<file path="config.mk">
export PLATFORM = sky130hd
export DESIGN_NAME = tmpc_ctrl
export DESIGN_NICKNAME = d
export VERILOG_FILES = /design/src/sv/tmpc_pkg.sv /design/src/sv/tmpc_ctrl.sv
export VERILOG_INCLUDE_DIRS = /design/src /design/src/sv
export SDC_FILE = /design/constraint.sdc
export NUM_CORES = 1
export LEC_CHECK = 0
export BUFFER_PORTS_ARGS = -buffer_cell sky130_fd_sc_hd__clkbuf_2
export CAP_MARGIN = 20
export CORE_MARGIN = 10
export CORE_UTILIZATION = 50
export DETAILED_ROUTE_END_ITERATION = 8
export GPL_ROUTABILITY_DRIVEN = 1
export HOLD_SLACK_MARGIN = 0.06
export PLACE_DENSITY = 0.81
export SYNTH_ARGS = -nofsm -noshare
export SYNTH_HDL_FRONTEND = slang
export SYNTH_SLANG_ARGS = --single-unit
export TNS_END_PERCENT = 5
</file>
<file path="constraint.sdc">
create_clock -name clk -period 2.4 [get_ports clk]
set_input_delay 0.12 -clock clk [delete_from_list [all_inputs] [get_ports clk]]
set_output_delay 0.12 -clock clk [all_outputs]
set_load 0.05 [all_outputs]
</file>
<file path="src/sv/triangular_matrix_product_chain_macros.svh">
// Assertion macros shared by the triangular matrix product chain RTL.
// Depends on nothing; included by files that assert.
`ifndef TRIANGULAR_MATRIX_PRODUCT_CHAIN_MACROS_SVH
`define TRIANGULAR_MATRIX_PRODUCT_CHAIN_MACROS_SVH

// implication checked on every edge outside reset
`define TMPC_ASSERT_IMP(label, clk, rst_n, ante, cons, msg) \
    label: assert property (@(posedge clk) disable iff (!rst_n) (ante) |-> (cons)) \
        else $error(msg);

// next-cycle implication
`define TMPC_ASSERT_NEXT(label, clk, rst_n, ante, cons, msg) \
    label: assert property (@(posedge clk) disable iff (!rst_n) (ante) |=> (cons)) \
        else $error(msg);

`endif

</file>
<file path="src/sv/tmpc_pkg.sv">
// Package for the triangular matrix product chain: function codes, FSM
// states and controller/datapath command and status structs. No dependencies.
package tmpc_pkg;

    localparam logic [1:0] FUNC_LOAD_A  = 2'd0;
    localparam logic [1:0] FUNC_LOAD_B  = 2'd1;
    localparam logic [1:0] FUNC_COMPUTE = 2'd2;

    localparam int ELEM_W = 16;
    localparam int PSUM_W = 36;
    localparam int RES_W  = 64;
    localparam int IDX_W  = 3;

    typedef enum logic [6:0] {
        ST_IDLE  = 7'b0000001,
        ST_S1    = 7'b0000010,  // first term of S: A^T*B
        ST_S2    = 7'b0000100,  // second term of S: B*A
        ST_SWR   = 7'b0001000,  // write S entry
        ST_R     = 7'b0010000,  // R accumulate
        ST_RDONE = 7'b0100000,  // drain multiplier pipe
        ST_EMIT  = 7'b1000000   // hand result to output register
    } state_t;

    typedef struct packed {
        logic             clr;       // clear accumulator
        logic             s_mac;     // issue S product
        logic             s_sel2;    // 0: A(k,i)*B(k,j), 1: B(i,k)*A(k,j)
        logic             s_write;   // store accumulator into S
        logic             r_mac;     // issue R product
        logic             emit;      // load output register
        logic             last;
        logic [IDX_W-1:0] i;
        logic [IDX_W-1:0] j;
        logic [IDX_W-1:0] k;
    } dp_cmd_t;

    typedef struct packed {
        logic pipe_busy;   // products still in flight
        logic out_full;    // output register holds a stalled word
    } dp_stat_t;

endpackage

</file>
<file path="src/sv/tmpc_ctrl.sv">
// Controller FSM for the triangular matrix product chain: walks i, j, k.
// Depends on tmpc_pkg and the macros header.
`include "triangular_matrix_product_chain_macros.svh"

module tmpc_ctrl #(
    parameter int DIM_W = 3
) (
    input  logic                    clk,
    input  logic                    rst_n,
    input  logic                    start,
    input  logic [DIM_W-1:0]        last_idx,   // N-1
    input  tmpc_pkg::dp_stat_t      stat,
    output tmpc_pkg::dp_cmd_t       cmd,
    output logic                    busy
);

    tmpc_pkg::state_t state_reg, state_next;
    logic [DIM_W-1:0] i_reg, i_next, j_reg, j_next, k_reg, k_next;
    logic             rphase_reg, rphase_next;

    always_comb
    begin
        state_next  = state_reg;
        i_next      = i_reg;
        j_next      = j_reg;
        k_next      = k_reg;
        rphase_next = rphase_reg;
        cmd         = '0;
        cmd.i       = tmpc_pkg::IDX_W'(i_reg);
        cmd.j       = tmpc_pkg::IDX_W'(j_reg);
        cmd.k       = tmpc_pkg::IDX_W'(k_reg);
        cmd.last    = (i_reg == last_idx) && (j_reg == last_idx);
        unique case (state_reg)
            tmpc_pkg::ST_IDLE:
            begin
                if (start)
                begin
                    i_next      = '0;
                    j_next      = '0;
                    k_next      = '0;
                    rphase_next = 1'b0;
                    cmd.clr     = 1'b1;
                    state_next  = tmpc_pkg::ST_S1;
                end
            end
            tmpc_pkg::ST_S1:
            begin
                cmd.s_mac = 1'b1;
                if (k_reg == i_reg)
                begin
                    k_next     = '0;
                    state_next = tmpc_pkg::ST_S2;
                end
                else
                    k_next = k_reg + 1'b1;
            end
            tmpc_pkg::ST_S2:
            begin
                cmd.s_mac  = 1'b1;
                cmd.s_sel2 = 1'b1;
                if (k_reg == j_reg)
                begin
                    k_next     = '0;
                    state_next = tmpc_pkg::ST_RDONE;
                end
                else
                    k_next = k_reg + 1'b1;
            end
            tmpc_pkg::ST_R:
            begin
                cmd.r_mac = 1'b1;
                if (k_reg == last_idx)
                begin
                    k_next     = '0;
                    state_next = tmpc_pkg::ST_RDONE;
                end
                else
                    k_next = k_reg + 1'b1;
            end
            tmpc_pkg::ST_RDONE:
            begin
                if (!stat.pipe_busy)
                    state_next = rphase_reg ? tmpc_pkg::ST_EMIT : tmpc_pkg::ST_SWR;
            end
            tmpc_pkg::ST_SWR:
            begin
                cmd.s_write = 1'b1;
                cmd.clr     = 1'b1;
                if (j_reg == last_idx)
                begin
                    j_next = '0;
                    if (i_reg == last_idx)
                    begin
                        i_next      = '0;
                        rphase_next = 1'b1;
                        state_next  = tmpc_pkg::ST_R;
                    end
                    else
                    begin
                        i_next     = i_reg + 1'b1;
                        state_next = tmpc_pkg::ST_S1;
                    end
                end
                else
                begin
                    j_next     = j_reg + 1'b1;
                    state_next = tmpc_pkg::ST_S1;
                end
            end
            tmpc_pkg::ST_EMIT:
            begin
                if (!stat.out_full)
                begin
                    cmd.emit = 1'b1;
                    cmd.clr  = 1'b1;
                    if (j_reg == last_idx)
                    begin
                        j_next = '0;
                        if (i_reg == last_idx)
                            state_next = tmpc_pkg::ST_IDLE;
                        else
                        begin
                            i_next     = i_reg + 1'b1;
                            state_next = tmpc_pkg::ST_R;
                        end
                    end
                    else
                    begin
                        j_next     = j_reg + 1'b1;
                        state_next = tmpc_pkg::ST_R;
                    end
                end
            end
            default:
                state_next = tmpc_pkg::ST_IDLE;
        endcase
    end

    always_ff @(posedge clk or negedge rst_n)
    begin
        if (!rst_n)
        begin
            state_reg  <= tmpc_pkg::ST_IDLE;
            i_reg      <= '0;
            j_reg      <= '0;
            k_reg      <= '0;
            rphase_reg <= 1'b0;
        end
        else
        begin
            state_reg  <= state_next;
            i_reg      <= i_next;
            j_reg      <= j_next;
            k_reg      <= k_next;
            rphase_reg <= rphase_next;
        end
    end

    assign busy = (state_reg != tmpc_pkg::ST_IDLE);

    `TMPC_ASSERT_IMP(a_onehot, clk, rst_n, 1'b1, $onehot(state_reg), "state not one-hot")
    `TMPC_ASSERT_IMP(a_emit_free, clk, rst_n, cmd.emit, !stat.out_full, "emit into full output")
    `TMPC_ASSERT_IMP(a_s1_k, clk, rst_n, state_reg == tmpc_pkg::ST_S1, k_reg <= i_reg,
        "S1 index past diagonal")
    `TMPC_ASSERT_NEXT(a_swr_clr, clk, rst_n, cmd.s_write,
        state_reg == tmpc_pkg::ST_S1 || state_reg == tmpc_pkg::ST_R, "bad step after S write")

endmodule

</file>
==> summary.md <==
| Metric | Value |
|---|---|
| First drt pass iteration count | `4` |
| Area grow syn2layout | `15.2%` |
| Crit-path max FO | `8` |
| XOR/XNOR share of the synthesized area | `13.1%` |
| Worst-skew pair later-pin latency | `0.29 ns` |
| Mapped Area | `1270 sq um` |
| FFs w/ async S/R, synth | `100%` |
| Root buf cell | `clkbuf_4` |
| Setup Crit Path Kind | `register to output pin` |
| Startpoint types | `register` |
| Critical R2R Launch | `state_reg[1]$_DFFE_PN0P_` |
| Total grt overflow | `0` |
| Flops & latches, synth | `17` |
| Compound-Gate Fraction of Synth Area | `17.8%` |
| Part of the cycle the worst path needs | `95.5%` |
| Max_cap viols | `0` |
| Slew headroom | `65.2%` |
| Top cells by count, synth | `dfrtp_1 (16), xor2_1 (12), o21ai_0 (10), nand2_1 (8), nor3_1 (8)` |
| Max FFs per register | `7` |
| CP Capture Type | `output pin` |
| Antenna violations before repair | `0` |
| Synth Area in Adders | `2.96%` |
| Setup_tns | `0 ns` |
| CTS tree | `done` |
| Die Y-Extent | `70.4 um` |
| HPWL after DPL | `roughly 2400 um` |
| Min-delay src | `stat[0]` |
| Chip width | `70.4 um` |
| Crit path arrival time | `approximately 2.2 ns` |
| Htree depth | `1` |
| Post-synthesis mux area share | `3.45%` |
| Wire length of the first global-routing pass | `about 5400 um` |
| Top FF cell, synth | `dfrtp_1` |
| Post-layout min period | `around 2.3 ns` |
| GRT Overall Usage | `12.8%` |
| Yosys top cell by area | `dfrtp_1` |
| Nets@finish | `177` |
| Fillcell total | `223` |
| Power Dens Cells | `between 800 and 900 nW/um^2` |
| Synth area leaders | `dfrtp_1 (32%), xor2_1 (8.3%), xnor2_1 (4.8%), o21ai_0 (3.9%), a22o_1 (3.5%)` |
| Leakage | `roughly 0.73 nW` |
| VDD IR max | `484 uV` |
| Crit path launch | `state_reg[1]$_DFFE_PN0P_` |
| Routed wire per std cell | `15.7 um` |
| GPL Wtd Cong | `between 0.8 and 0.9` |
| Clk_skew | `0.000806 ns` |
| Num CTS Buffers | `3` |
| # DRC | `0` |
| Post-synth EDFFs | `0` |
| Ant. Diodes | `0` |
| Reg area | `429 sq um` |
| Initial DRC count | `107` |
| Tightest Pin Transition | `a little over 0.5 ns` |
| Synthesized area per cell | `9.00 sq um` |
| ANT nets after route | `0` |
| # rows | `18` |
| CTS clk-pin slew, worst paths | `0.09 ns` |
| Area post-placement | `between 1000 and 1500 sq um` |
| Result of the run | `complete, no violations` |
| Layout cell share with drive strength beyond 1 | `24.8%` |
| Post-Route WL | `3070 um` |
| Maximum buffer depth of the clock tree | `2` |
| Synth warn | `0` |
| Most common cell in the synthesized netlist | `dfrtp_1` |
| Sequential area share after synthesis | `between 30% and 40%` |
| Design area | `approximately 1500 sq um` |
| Pins Over Slew Limit | `0` |
| Largest family of logic cells by synthesized area | `simple AND/OR/NAND/NOR gates` |
| Vias per cell | `5.87` |
| Hold Path Class | `input pin to register` |
| Setup violators final | `0` |
| Starting Density | `around 52%` |
| Vias | `1144` |
| Synth Area in Simple Gates | `around a quarter` |
| Core ar. | `2450 sq um` |
| Crit-path max cell delay | `~0.57 ns` |
| Fin Hold WS | `0.0948 ns` |
| Req. time, crit path | `2.28 ns` |
| Crit-path slowest cell | `or4_4` |
| Vias in the first global route | `about 1.2k` |
| Die area | `between 4000 and 5000 sq um` |
| Largest net degree at the start of global routing | `18` |
| Unrepaired setup endpoints after global routing | `no` |
| Clock Sinks | `17` |
| Port bufs | `24` |
| Final hold vios | `0` |
| Post-synth top area share | `31.6%` |
| Fmax | `0.436 GHz` |
| Syn_nets | `approximately 150` |
| CP cell instances | `or4_4, a211o_4, a21boi_0, inv_1, clkbuf_4` |
| Num ports | `25` |
| Synth Instances | `about 140` |
| Area of the multi-input gates | `788 sq um` |
| Post-synth cell types | `46` |
worst paths after layout:
| path | end | slack [ns] | cells past startpoint |
|---|---|---|---|
| setup / recovery | cmd[15] | 0.11 | 5 |
| hold / removal | state_reg[6]$_DFFE_PN0P_ | 0.09 | 3 |
| setup reg to reg | i_reg[2]$_DFFE_PN0P_ | 0.27 | 5 |
| hold reg to reg | state_reg[3]$_DFFE_PN0P_ | 0.47 | 1 |
| max in group asynchronous | state_reg[0]$_DFFE_PN1P_ | 1.76 | 2 |
| min in group asynchronous | i_reg[0]$_DFFE_PN0P_ | 0.30 | 2 |
area by class of cell:
class,instances,area share (%)
inverter,4,1.03
sequential,17,29.4
timing repair buffer,29,11.3
clock buffer,4,1.80
tap,30,2.57
multi-input combinational,111,53.9
routing by layer:
metal  wire (um)  track usage (%)  vias up
li1            -                -      560
met1        1360             14.5      544
met2        1500             22.3       36
met3         165             3.11        4
met4          46             5.26        0
met5           0                0        -
metrics by stage:
stage | power, mW | util [%] | worst slack [ns] | std cells
floorplan | 0.909 | - | 0.140 | 141
global placement | 1.05 | 57.1 | 0.315 | 189
detailed placement | 1.06 | 57.1 | 0.241 | 189
CTS | 1.22 | 59.0 | 0.0149 | 195
global route | 1.33 | 59.5 | 0.00702 | 195
finish | 1.22 | 59.5 | 0.109 | 195
power breakdown:
part           leakage (nW)  internal, mW  switching (mW)  total (mW)
Sequential            0.229         0.332          0.0645       0.397
Combinational         0.484         0.236           0.434       0.670
Clock                0.0150        0.0646          0.0872       0.152
placed cells by master (no fill, tap or decap), types with 4 or more instances in the layout:
cell type and instances:
clkbuf_2 23, dfrtp_1 14, xor2_1 12, o21ai_0 10
nor3_1 8, nand2_1 8, xnor2_1 7, nand2b_1 6
nor2_1 6, nor2b_1 5, a22o_1 5, a21oi_1 5
inv_1 4, clkbuf_4 4
logic make-up (layout without fill, tap and decap cells):
family,after synthesis,after routing
flip-flops,17,17
adder cells (fa/ha/maj),3,3
multiplexers,4,4
AO/OA/AOI/OAI,33,33
buffers and inverters,13,37
AND/OR/NAND/NOR,52,52
XOR/XNOR,19,19
critical path: cells and delay by family, from the launching register on:
| kind | cells | cell delay [ns] |
|---|---|---|
| AND/OR/NAND/NOR | 1 | 0.57 |
| AO/OA/AOI/OAI | 2 | 0.52 |
| flip-flops | 1 | 0.47 |
| buffers and inverters | 2 | 0.33 |
what timing repair did:
item,in CTS,in global routing
buffers inserted,0,0
gates resized for setup,0,5
setup endpoints to repair,0,1
hold buffers,2,0
endpoints found under the hold margin,18,0
Power figures use the tool's default switching activity.
